`src/sv/pct_pkg.sv`:
```
// ---------------------------------------------------------------------------
// pct_pkg
// Shared types and constants of the pending commit tracker.
// ---------------------------------------------------------------------------
package pct_pkg;
  localparam int TABLE_DEPTH = 32;
  localparam int IDX_W = $clog2(TABLE_DEPTH);
  localparam int CNT_W = $clog2(TABLE_DEPTH + 1);
  localparam logic [15:0] TIMEOUT_RESET = 16'd3000;
  localparam logic [8:0] LEADER_NONE = 9'h1FF;

  localparam logic [1:0] REQ_SUBMIT = 2'd0;
  localparam logic [1:0] REQ_CLOSE  = 2'd1;
  localparam logic [1:0] REQ_FLUSH  = 2'd2;
  localparam logic [1:0] REQ_UNUSED = 2'd3;

  localparam logic [1:0] OC_COMMITTED = 2'd0;
  localparam logic [1:0] OC_LOST      = 2'd1;
  localparam logic [1:0] OC_TIMEOUT   = 2'd2;
  localparam logic [1:0] OC_FULL      = 2'd3;

  localparam int QDEPTH = 2;
  localparam int ODEPTH = 4;

  // Table entry payload
  typedef struct packed {
    logic [15:0] conn;
    logic [30:0] index;
    logic [30:0] term;
    logic [31:0] time_ms;
  } entry_t;
  localparam int ENTRY_W = $bits(entry_t);

  // Classified request passed from front to back
  typedef struct packed {
    logic [1:0]  req;
    logic [15:0] conn;
    logic [30:0] target_index;
    logic [30:0] submit_term;
    logic [30:0] commit_index;
    logic        is_leader;
    logic [30:0] current_term;
    logic [8:0]  leader_id;
    logic [31:0] now_ms;
  } cmd_t;
  localparam int CMD_W = $bits(cmd_t);

  // One result item
  typedef struct packed {
    logic [15:0] conn;
    logic [1:0]  outcome;
    logic [8:0]  leader_id;
    logic        last;
  } res_t;
  localparam int RES_W = $bits(res_t);
endpackage

```
`src/sv/pending_commit_tracker.sv`:
```
// ---------------------------------------------------------------------------
// pending_commit_tracker
// Table of writes waiting to commit, with submit, close and flush requests.
// ---------------------------------------------------------------------------
// A submit is written into the table from idle; close and flush walk the table
// one entry at a time, reading and evaluating each kept entry and, for a removed
// entry, also moving the tail entry into the freed slot; a full result queue
// stalls the walk. The single read port of the entry RAM and the swap-with-tail
// removal set these steps. Results wait in a four-deep queue; items are queued
// two deep in front of the table engine.
module pending_commit_tracker (
  input  logic        clk,
  input  logic        rst_n,
  input  logic        in_push,
  output logic        in_full,
  input  logic [1:0]  in_req_type,
  input  logic [15:0] in_conn_id,
  input  logic [30:0] in_target_index,
  input  logic [30:0] in_submit_term,
  input  logic [30:0] in_commit_index,
  input  logic        in_is_leader,
  input  logic [30:0] in_current_term,
  input  logic signed [8:0] in_leader_id,
  input  logic [31:0] in_now_ms,
  output logic        empty,
  input  logic        pop,
  output logic [15:0] out_result_conn,
  output logic [1:0]  out_outcome,
  output logic signed [8:0] out_reply_leader_id,
  output logic        out_last,
  input  logic        cfg_we,
  input  logic [15:0] cfg_timeout_ms
);
  import pct_pkg::*;

  logic [15:0] timeout_r;
  cmd_t        in_cmd, cmd;
  logic        cmd_valid, cmd_take, res_valid, res_room;
  res_t        res, out_res;

  // Hold the timeout register
  always_ff @(posedge clk) begin
    if (!rst_n) begin
      timeout_r <= TIMEOUT_RESET;
    end else if (cfg_we) begin
      timeout_r <= cfg_timeout_ms;
    end
  end

  assign in_cmd = '{req: in_req_type, conn: in_conn_id, target_index: in_target_index,
                    submit_term: in_submit_term, commit_index: in_commit_index,
                    is_leader: in_is_leader, current_term: in_current_term,
                    leader_id: in_leader_id, now_ms: in_now_ms};

  pct_front u_front (
    .clk(clk), .rst_n(rst_n), .in_push(in_push), .in_full(in_full), .in_cmd(in_cmd),
    .cmd_valid(cmd_valid), .cmd_take(cmd_take), .cmd(cmd)
  );

  pct_back u_back (
    .clk(clk), .rst_n(rst_n), .timeout_ms(timeout_r), .cmd_valid(cmd_valid),
    .cmd_take(cmd_take), .cmd(cmd), .res_valid(res_valid), .res_room(res_room), .res(res)
  );

  pct_outq u_outq (
    .clk(clk), .rst_n(rst_n), .res_valid(res_valid), .res_room(res_room), .res(res),
    .out_empty(empty), .out_pop(pop), .out_res(out_res)
  );

  assign out_result_conn     = out_res.conn;
  assign out_outcome         = out_res.outcome;
  assign out_reply_leader_id = out_res.leader_id;
  assign out_last            = out_res.last;
endmodule

```
`src/sv/pct_ram.sv`:
```
// ---------------------------------------------------------------------------
// pct_ram
// Generic single-port-write, single-port-read RAM with registered read.
// ---------------------------------------------------------------------------
module pct_ram #(
  parameter int WIDTH = 8,
  parameter int DEPTH = 32
) (
  input  logic                     clk,
  input  logic                     we,
  input  logic [$clog2(DEPTH)-1:0] waddr,
  input  logic [WIDTH-1:0]         wdata,
  input  logic [$clog2(DEPTH)-1:0] raddr,
  output logic [WIDTH-1:0]         rdata
);
  logic [WIDTH-1:0] mem [DEPTH];

  // Write and registered read
  always_ff @(posedge clk) begin
    if (we) begin
      mem[waddr] <= wdata;
    end
    rdata <= mem[raddr];
  end
endmodule

```
`src/sv/pct_front.sv`:
```
// ---------------------------------------------------------------------------
// pct_front
// Accepts items, drops unused request codes, queues commands for the back end.
// ---------------------------------------------------------------------------
module pct_front (
  input  logic          clk,
  input  logic          rst_n,
  input  logic          in_push,
  output logic          in_full,
  input  pct_pkg::cmd_t in_cmd,
  output logic          cmd_valid,
  input  logic          cmd_take,
  output pct_pkg::cmd_t cmd
);
  import pct_pkg::*;

  localparam int QW = $clog2(QDEPTH);

  cmd_t          q_r [QDEPTH];
  logic [QW-1:0] wp_r, wp_nxt, rp_r, rp_nxt;
  logic [QW:0]   cnt_r, cnt_nxt;
  logic          acc, keep;

  assign in_full   = (cnt_r == (QW+1)'(QDEPTH));
  assign acc       = in_push && !in_full;
  // Drop the unused request code: it has no effect
  assign keep      = acc && (in_cmd.req != REQ_UNUSED);
  assign cmd_valid = (cnt_r != '0);
  assign cmd       = q_r[rp_r];

  // Advance pointers
  always_comb begin
    wp_nxt  = keep ? wp_r + 1'b1 : wp_r;
    rp_nxt  = (cmd_take && cmd_valid) ? rp_r + 1'b1 : rp_r;
    cnt_nxt = cnt_r + (QW+1)'(keep) - (QW+1)'(cmd_take && cmd_valid);
  end

  always_ff @(posedge clk) begin
    if (!rst_n) begin
      wp_r  <= '0;
      rp_r  <= '0;
      cnt_r <= '0;
    end else begin
      wp_r  <= wp_nxt;
      rp_r  <= rp_nxt;
      cnt_r <= cnt_nxt;
    end
  end

  // Store payload
  always_ff @(posedge clk) begin
    if (keep) begin
      q_r[wp_r] <= in_cmd;
    end
  end
endmodule

```
`src/sv/pct_back.sv`:
```
// ---------------------------------------------------------------------------
// pct_back
// Executes commands against the entry table, one entry examined per pass.
// ---------------------------------------------------------------------------
module pct_back (
  input  logic          clk,
  input  logic          rst_n,
  input  logic [15:0]   timeout_ms,
  input  logic          cmd_valid,
  output logic          cmd_take,
  input  pct_pkg::cmd_t cmd,
  output logic          res_valid,
  input  logic          res_room,
  output pct_pkg::res_t res
);
  import pct_pkg::*;

  typedef enum logic [4:0] {
    ST_IDLE = 5'b00001,
    ST_RD   = 5'b00010,
    ST_EVAL = 5'b00100,
    ST_MOVE = 5'b01000,
    ST_MOVW = 5'b10000
  } state_t;

  state_t             st_r, st_nxt;
  cmd_t               c_r, c_nxt;
  logic [CNT_W-1:0]   count_r, count_nxt;
  logic [CNT_W-1:0]   i_r, i_nxt;
  logic               pend_r, pend_nxt;
  res_t               pres_r, pres_nxt;

  logic               we;
  logic [IDX_W-1:0]   waddr, raddr;
  entry_t             wdata, rdata;

  logic               hit;
  logic [1:0]         oc;
  logic [31:0]        dt;
  logic [CNT_W-1:0]   tail;

  pct_ram #(.WIDTH(ENTRY_W), .DEPTH(TABLE_DEPTH)) u_tab (
    .clk(clk), .we(we), .waddr(waddr), .wdata(wdata), .raddr(raddr), .rdata(rdata)
  );

  assign tail = count_r - 1'b1;
  assign dt   = c_r.now_ms - rdata.time_ms;

  // Classify the entry just read
  always_comb begin
    hit = 1'b0;
    oc  = OC_COMMITTED;
    if (c_r.req == REQ_CLOSE) begin
      hit = (rdata.conn == c_r.conn);
    end else if (rdata.index <= c_r.commit_index) begin
      hit = 1'b1;
    end else if (!c_r.is_leader || rdata.term != c_r.current_term) begin
      hit = 1'b1;
      oc  = OC_LOST;
    end else if (dt > {16'd0, timeout_ms}) begin
      hit = 1'b1;
      oc  = OC_TIMEOUT;
    end
  end

  // Sequencer
  always_comb begin
    st_nxt    = st_r;
    c_nxt     = c_r;
    count_nxt = count_r;
    i_nxt     = i_r;
    pend_nxt  = pend_r;
    pres_nxt  = pres_r;
    cmd_take  = 1'b0;
    res_valid = 1'b0;
    res       = pres_r;
    we        = 1'b0;
    waddr     = IDX_W'(count_r);
    wdata     = '{conn: cmd.conn, index: cmd.target_index,
                  term: cmd.submit_term, time_ms: cmd.now_ms};
    raddr     = IDX_W'(i_r);
    unique case (st_r)
      ST_IDLE: begin
        if (cmd_valid) begin
          if (cmd.req == REQ_SUBMIT) begin
            if (count_r < CNT_W'(TABLE_DEPTH)) begin
              cmd_take  = 1'b1;
              we        = 1'b1;
              count_nxt = count_r + 1'b1;
            end else if (res_room) begin
              cmd_take  = 1'b1;
              res_valid = 1'b1;
              res       = '{conn: cmd.conn, outcome: OC_FULL,
                            leader_id: LEADER_NONE, last: 1'b1};
            end
          end else begin
            cmd_take = 1'b1;
            c_nxt    = cmd;
            i_nxt    = '0;
            pend_nxt = 1'b0;
            st_nxt   = ST_RD;
          end
        end
      end
      ST_RD: begin
        // Issue read of entry i, or finish the scan
        if (i_r < count_r) begin
          raddr  = IDX_W'(i_r);
          st_nxt = ST_EVAL;
        end else if (pend_r) begin
          if (res_room) begin
            res_valid = 1'b1;
            res       = pres_r;
            res.last  = 1'b1;
            pend_nxt  = 1'b0;
            st_nxt    = ST_IDLE;
          end
        end else begin
          st_nxt = ST_IDLE;
        end
      end
      ST_EVAL: begin
        if (!hit) begin
          i_nxt  = i_r + 1'b1;
          st_nxt = ST_RD;
        end else if (!pend_r || res_room) begin
          // Emit the previously held result; on a flush, hold this one
          res_valid = pend_r;
          res       = pres_r;
          if (c_r.req == REQ_FLUSH) begin
            pend_nxt = 1'b1;
            pres_nxt = '{conn: rdata.conn, outcome: oc,
                         leader_id: (oc == OC_LOST) ? c_r.leader_id : LEADER_NONE,
                         last: 1'b0};
          end
          count_nxt = tail;
          raddr     = IDX_W'(tail);
          st_nxt    = ST_MOVE;
        end
      end
      ST_MOVE: begin
        // Keep the tail entry on the read port
        raddr  = IDX_W'(count_r);
        st_nxt = ST_MOVW;
      end
      ST_MOVW: begin
        // Swap tail into freed slot and examine it again
        we     = (i_r < count_r);
        waddr  = IDX_W'(i_r);
        wdata  = rdata;
        st_nxt = ST_RD;
      end
      default: st_nxt = ST_IDLE;
    endcase
  end

  always_ff @(posedge clk) begin
    if (!rst_n) begin
      st_r    <= ST_IDLE;
      count_r <= '0;
      pend_r  <= 1'b0;
    end else begin
      st_r    <= st_nxt;
      count_r <= count_nxt;
      pend_r  <= pend_nxt;
    end
  end

  always_ff @(posedge clk) begin
    c_r    <= c_nxt;
    i_r    <= i_nxt;
    pres_r <= pres_nxt;
  end
endmodule

```
`src/sv/pct_outq.sv`:
```
// ---------------------------------------------------------------------------
// pct_outq
// Result queue presented to the consumer.
// ---------------------------------------------------------------------------
module pct_outq (
  input  logic          clk,
  input  logic          rst_n,
  input  logic          res_valid,
  output logic          res_room,
  input  pct_pkg::res_t res,
  output logic          out_empty,
  input  logic          out_pop,
  output pct_pkg::res_t out_res
);
  import pct_pkg::*;

  localparam int OW = $clog2(ODEPTH);

  res_t          q_r [ODEPTH];
  logic [OW-1:0] wp_r, rp_r;
  logic [OW:0]   cnt_r, cnt_nxt;
  logic          wr, rd;

  assign res_room  = (cnt_r != (OW+1)'(ODEPTH));
  assign out_empty = (cnt_r == '0);
  assign out_res   = q_r[rp_r];
  assign wr        = res_valid && res_room;
  assign rd        = out_pop && !out_empty;
  assign cnt_nxt   = cnt_r + (OW+1)'(wr) - (OW+1)'(rd);

  // Advance pointers
  always_ff @(posedge clk) begin
    if (!rst_n) begin
      wp_r  <= '0;
      rp_r  <= '0;
      cnt_r <= '0;
    end else begin
      wp_r  <= wr ? wp_r + 1'b1 : wp_r;
      rp_r  <= rd ? rp_r + 1'b1 : rp_r;
      cnt_r <= cnt_nxt;
    end
  end

  always_ff @(posedge clk) begin
    if (wr) begin
      q_r[wp_r] <= res;
    end
  end
endmodule

```
`config.mk`:
```
export PLATFORM = sky130hd
export DESIGN_NAME = pending_commit_tracker
export DESIGN_NICKNAME = d
export VERILOG_FILES = /design/src/sv/pct_pkg.sv /design/src/sv/pending_commit_tracker.sv /design/src/sv/pct_ram.sv /design/src/sv/pct_front.sv /design/src/sv/pct_back.sv /design/src/sv/pct_outq.sv
export SDC_FILE = /design/constraint.sdc
export NUM_CORES = 2
export LEC_CHECK = 0
export BUFFER_PORTS_ARGS = -buffer_cell sky130_fd_sc_hd__buf_2
export CORE_ASPECT_RATIO = 0.5
export CORE_MARGIN = 2
export CORE_UTILIZATION = 56
export CTS_CLUSTER_SIZE = 40
export DETAILED_ROUTE_END_ITERATION = 8
export PLACE_DENSITY = 0.8
export SYNTH_ARGS = -nofsm -noshare
export SYNTH_HDL_FRONTEND = slang
export SYNTH_HIERARCHICAL = 1
export SYNTH_SLANG_ARGS = --single-unit
```
`constraint.sdc`:
```
create_clock -name clk -period 19.4 [get_ports clk]
set_input_delay 4.85 -clock clk [delete_from_list [all_inputs] [get_ports clk]]
set_output_delay 4.85 -clock clk [all_outputs]
set_load 0.02 [all_outputs]
```
# --- Word level (Yosys, flattened, before mapping) ---
# Memories as Yosys holds them, arrays and structs flattened. A register that Yosys moved wholly into a read port is not among the register bits.
# Cells that the tools add are included.
word_totals:
  mem_count: 3
  register_bits: 194
  out_inout_bits: 30
  inputBits: 205
  mem_bits_rw: 4000
  elab_cells: 162
memory_table:
  columns: ["memory", "words", "width", "read_ports", "rd_ports_with_merged_regs", "wr", "line_no", "text"]
  rows:
  - ["u_back.u_tab.mem", 32, 110, 1, 1, 1, "pct_ram.sv:16", "logic [WIDTH-1:0] mem [DEPTH];"]
  - ["u_front.q_r", 2, 184, 1, 1, 1, "pct_front.sv:19", "cmd_t q_r [QDEPTH];"]
  - ["u_outq.q_r", 4, 28, 1, 1, 1, "pct_outq.sv:19", "res_t q_r [ODEPTH];"]
classes:
  n_eq_ne: 24
  addsub: 12
  n_reduce_logical: 22
  n_bitwise: 1
  n_lt_le_gt_ge: 4
  mux: 75
ops:
  columns: ["op", "n"]
  rows:
  - ["28-bit 2-to-1 mux", 4]
  - ["110-bit 2-to-1 mux", 1]
  - ["28-bit case mux with 2 select lines", 1]
  - ["5-bit 2-to-1 mux", 10]
  - ["6-bit 2-to-1 mux", 8]
  - ["1-bit 2-to-1 mux", 38]
  - ["32-bit by 16-bit greater-than comparator with 1-bit output", 1]
  - ["32-bit subtractor", 1]
  - ["31-bit <= comparator", 1]
  - ["31-bit inequality test", 1]
  - ["5-bit case mux with 5 select lines", 1]
  - ["6-bit case mux with 2 select lines", 2]
  - ["16-bit == test", 1]
  - ["6-bit by 1-bit adder with 6-bit output (second input constant)", 2]
  - ["2-bit 2-to-1 mux", 6]
  - ["4-bit AND reduction", 3]
  - ["2-bit by 1-bit inequality test with 1-bit output (second input constant)", 5]
  - ["2-bit inequality test (second input constant)", 5]
  - ["5-bit case mux with 2 select lines", 1]
  - ["7-bit AND reduction", 1]
  - ["6-bit < comparator", 1]
  - ["6-bit < comparator (second input constant)", 1]
  - ["3-bit inequality test (second input constant)", 2]
  - ["1-bit case mux with 3 select lines", 2]
  - ["26 further kinds", 39]

# --- Depth between registers and ports, before layout ---
depth:
  depth_word: 11
  mapped_depth: 31
  depth_no_buf: 29

# --- Modules after synthesis ---
# The synthesis kept the hierarchy.
modules_own_cells:
  columns: ["module", "cells_each", "area_each_um2", "seq_area_each_um2", "instances"]
  rows:
  - ["pct_ram", 6406, 135748.9, 107903.5, 1]
  - ["pct_front", 599, 13480.4, 11150.7, 1]
  - ["pct_back", 1320, 11793.8, 4894.7, 1]
  - ["pct_outq", 197, 4568.1, 3543.4, 1]
  - ["pending_commit_tracker", 51, 598.1, 320.3, 1]

# --- Worst setup path after synthesis ---
# Ideal clock, no wire load.
synth_path:
  path_kind: "input port to flip-flop"
  from: "input in_push"
  to: "memory u_front/q_r[1][0] (netlist name), enable pin"
  arrival_ns: 18.368
  setup_ns: 0.989
  cell_stages: 2
  required_ns: 18.411
  slack_ns: 0.042
  path_buffers: 0
  path_cell_list: "a21bo_2 > nor3b_1"
synth_via:
  elab_chain_len: 4
synth_lines:
  columns: ["item", "line_no", "text"]
  rows:
  - ["start: declaration", "pending_commit_tracker.sv:14", "input logic in_push,"]
  - ["1-bit logical AND", "pct_front.sv:25", "assign acc = in_push && !in_full;"]
  - ["1-bit logical AND", "pct_front.sv:27", "assign keep = acc && (in_cmd.req != REQ_UNUSED);"]
  - ["1-bit 2-to-1 mux", "pct_front.sv:52", "if (keep) begin"]
  - ["1-bit 2-to-1 mux (implied by the code)", "pct_front.sv:53", "q_r[wp_r] <= in_cmd;"]
  - ["end: declaration", "pct_front.sv:19", null]
# Every way passes these cells.

# --- Worst setup path after layout ---
layout_path:
  from: "register u_back/c_r[0] (netlist name)"
  to: "register u_back.u_tab.rdata[47] (read register of u_back.u_tab.mem)"
layout_via:
  elab_chain_len: 8
layout_lines:
  columns: ["item", "line_no", "text"]
  rows:
  - ["start: declaration", "pct_back.sv:27", "cmd_t c_r, c_nxt;"]
  - ["start signal: assignment", "pct_back.sv:170", "c_r <= c_nxt;"]
  - ["32-bit subtractor", "pct_back.sv:47", "assign dt = c_r.now_ms - rdata.time_ms;"]
  - ["32-bit by 16-bit greater-than comparator with 1-bit output", "pct_back.sv:60", "end else if (dt > {16'd0, timeout_ms}) begin"]
  - ["1-bit 2-to-1 mux", "pct_back.sv:60", null]
  - ["1-bit 2-to-1 mux", "pct_back.sv:57", "end else if (!c_r.is_leader || rdata.term != c_r.current_term) begin"]
  - ["1-bit 2-to-1 mux", "pct_back.sv:55", "end else if (rdata.index <= c_r.commit_index) begin"]
  - ["1-bit 2-to-1 mux", "pct_back.sv:53", "if (c_r.req == REQ_CLOSE) begin"]
  - ["5-bit 2-to-1 mux", "pct_back.sv:123", "if (!hit) begin"]
  - ["5-bit case mux with 2 select lines", "pct_back.sv:82", "unique case (st_r)"]
  - ["net u_back.raddr[0]", "pct_back.sv:34", "logic [IDX_W-1:0] waddr, raddr;"]
  - ["end: declaration", "pct_ram.sv:14", "output logic [WIDTH-1:0] rdata"]
# The timed path passes the listed nets, and every way through them passes these cells.
# A chain may end at the register's enable or synchronous reset.

==> qor.yml <==
hold_depth: 2
grt_pass1_wl_mm: 626
die_h_um: 389
powerDensity_mw_per_mm2: 134
cts_max_level: 5
antenna_left: 0
wirelength_mm: 444
cts_buffer_depth: 4
netlist_instances: 8573
cts_tree: "done"
grt_util_all_layers_pct: 28.9
status: "finished, final reports clean"
portBuffers: 234
drt-pass1-iter-count: 6
vias_per_cell: 6.82
async_flop_share_pct: 0
highest_layer: "met5"
final_hold_viol_count: 0
dpl.hpwl_mm: 231
finalPower_mw: 24.6
io_pins: 235
wire_per_inst_um: 33.8
wl_met2_mm: 203
timing.hold.ws_ns: 0.477
critPathSlowestCell: "buf_4"
clkSlewWorstSetupHoldPaths_ns: 0.06
fin_cells: 13200
finalSetupTns_ns: 0
tightest_slew_ns: 1.43
final_nets: 9227
layout_worst_path_cycle_share_pct: 51.9
max_stage_delay_ns: 0.91
fmax_mhz: 99.3
synth_top_area_share_pct: 75.1
worstPathMaxFanout: 89
dpl_cell_area_mm2: 0.172
yosysTopAreaCell: "edfxtp_1"
core.rowCount: 141
cts_resized: 0
finalSetupViolations: 0
yosysSeqAreaShare_pct: 76.9
globalplace.congestion: 0.889
synth_cell_types: 89
drt-initial-drc-count: 15700
cts_root_buffer: "clkbuf_16"
coreArea_mm2: 0.295
drive_above_1_share_pct: 18.9
p_leak_nw: 60.7
dp.cells: 12500
grt_max_degree: 135
rsz0062_at_grt: "false"
cts_hold_buf: 0
drv_cap: 0
synth-warning-count: 6
period_minus_slack_ns: 10.07
max_slew_margin_pct: 4.45
avgSynthCellArea_um2: 19.4
via_count: 89800
met1_length_mm: 154
syn_to_final_growth_pct: 10.9
route.met3.wl_mm: 65.2
cts_setup_buffers: 0
syn-cell-area_mm2: 0.166
critPathCaptureType: "flop"
route.detailed.drc: 0
min_path_type: "reg2reg"
cts_buffers: 368
ys_ff_latch: 4307
synth_ff_type: "edfxtp_1"
start_util_pct: 56.3
r2r_cells: 29
max-vdd-ir-drop_uv: 97.6
r2r_slack_ns: 9.33
antenna_found_initial: 28
clock_latency_ns: 0.90
r2r_end: "u_back/u_tab/rdata[47]"
final_area_mm2: 0.184
fin_skew_ns: 0.0458
grt_overflow: 0
synth_edf_count: 4155
grt_pass1_vias: 87700
slew_violations: 0
path_common_cell: "buf_4"
hp-start: "timeout_r[11]"
die_area_mm2: 0.301
synth_area_leaders: "edfxtp_1 (75%), mux4_2 (6.2%), mux2i_1 (5.5%)"
crit_type: "reg2reg"
critPathRequiredTime_ns: 20.15
die_w_um: 774
cts_sinks: 4307
min_to: "timeout_r[11]"
crit_arrival_ns: 10.82
syn-num-nets: 8873
r2r_start: "u_back/c_r[0]"
cp-start-kind: "flop"
==> report_power, final <==
group | switching, mW | internal [mW] | leakage, nW
clock network | 3.26 | 4.19 | 5.87
logic | 3.69 | 1.91 | 16.1
registers | 0.353 | 11.2 | 38.7
==> placed cells by master, fill, tap and decap left out, types with 31 or more instances in the layout <==
cell type	n
clkbuf_1	90
a31oi_1	66
clkbuf_8	32
clkbuf_16	377
mux4_2	460
bufinv_16	37
a22o_1	64
nor2_1	60
a21oi_1	70
buf_4	175
ha_1	93
nand3_1	236
xnor2_1	55
nand2_1	354
mux2_2	200
clkinv_1	47
nand2b_1	31
a22oi_1	580
o21ai_0	45
clkinv_2	56
buf_2	234
mux2i_1	907
nand4_1	92
dfxtp_1	149
edfxtp_1	4155
nor2_4	42
inv_1	114
==> worst max-delay path by stage <==
stage	start	endpoint	cells past startpoint
final	u_back/c_r[0]	u_back/u_tab/rdata[47]	29
after global routing	u_back/c_r[0]	u_back/u_tab/rdata[47]	29
after CTS	u_back/c_r[0]	u_back/u_tab/rdata[47]	29
after detailed placement	u_back/c_r[0]	u_back/u_tab/rdata[47]	29
after global placement	u_back/c_r[0]	u_back/u_tab/rdata[55]	29
after floorplan	in_push	u_front/q_r[1][0]	2
==> flip-flops by register name, indices dropped and copies added, names as in the netlist, 3 cells and up, named ones only <==
signal	flops
u_back/i_r	6
u_outq/q_r	112
u_outq/cnt_r	3
u_back/st_r	5
timeout_r	16
u_back/u_tab/rdata	110
u_back/count_r	6
u_back/pres_r	27
u_back/c_r	122
u_front/q_r	368
u_back/u_tab/mem	3520
==> synthesized netlist by cell type (all sizes together), types with 7 or more instances <==
library cell	n
nand2b	31
buf	263
o21ai	86
a31oi	66
nor2	102
mux2	200
clkbuf	179
nand2	356
a211oi	11
o211ai	8
ha	93
xnor2	55
edfxtp	4155
a22o	64
nor3	27
or3	9
and2	24
nand3b	10
xor2	23
nand3	238
a21oi	77
o21a	12
nor2b	31
a21o	21
a22oi	580
inv	114
and3	10
a32oi	7
dfxtp	152
nand4	93
mux2i	907
nor4	12
mux4	468
==> metal layers <==
metal  vias to the layer above  global-route usage [%]
met2                      7455                    44.3
met4                        26                    12.1
met3                      1261                    7.35
li1                      35600                       -
met1                     45500                    40.0
met5                         -                       0
==> cell type report <==
| type | count | area [um^2] |
|---|---|---|
| fillers | 18900 | 111000 |
| inverters | 114 | 428 |
| diodes | 12 | 30.0 |
| multi-input cells | 3710 | 36300 |
| repair buffers | 426 | 2830 |
| well taps | 3932 | 4920 |
| flip-flops and latches | 4307 | 128000 |
| clock buffers | 499 | 10200 |
| clock inverters | 163 | 1780 |
==> worst max-delay path: cells and delay by family (launching register included) <==
family | cells | cell delay, ns
buf+inv | 5 | 3.27
compound gates | 9 | 2.42
simple gates | 10 | 1.93
fa+ha+maj | 3 | 0.93
mux | 1 | 0.62
flops | 1 | 0.34
xor+xnor | 1 | 0.14
==> cells by family after synthesis <==
family                     count (synthesis)  share of synthesized area, %
muxes                                   1575                          13.2
buffers and inverters                    556                          1.63
xor gates and xnor gates                  78                         0.411
and+or+nand+nor                          969                          2.82
adders and majority gates                 95                         0.724
DFF                                     4307                          76.9
AOI/OAI and AO/OA                        993                          4.33
==> metrics by stage <==
stage          setup WS, ns  util [%]
6_report               9.33      62.4
4_1_cts                9.24      62.4
3_3_place_gp           9.51      58.3
3_5_place_dp           9.32      58.3
5_1_grt                8.55      62.4
2_1_floorplan        0.0424         -
Power figures use the tool's default switching activity.
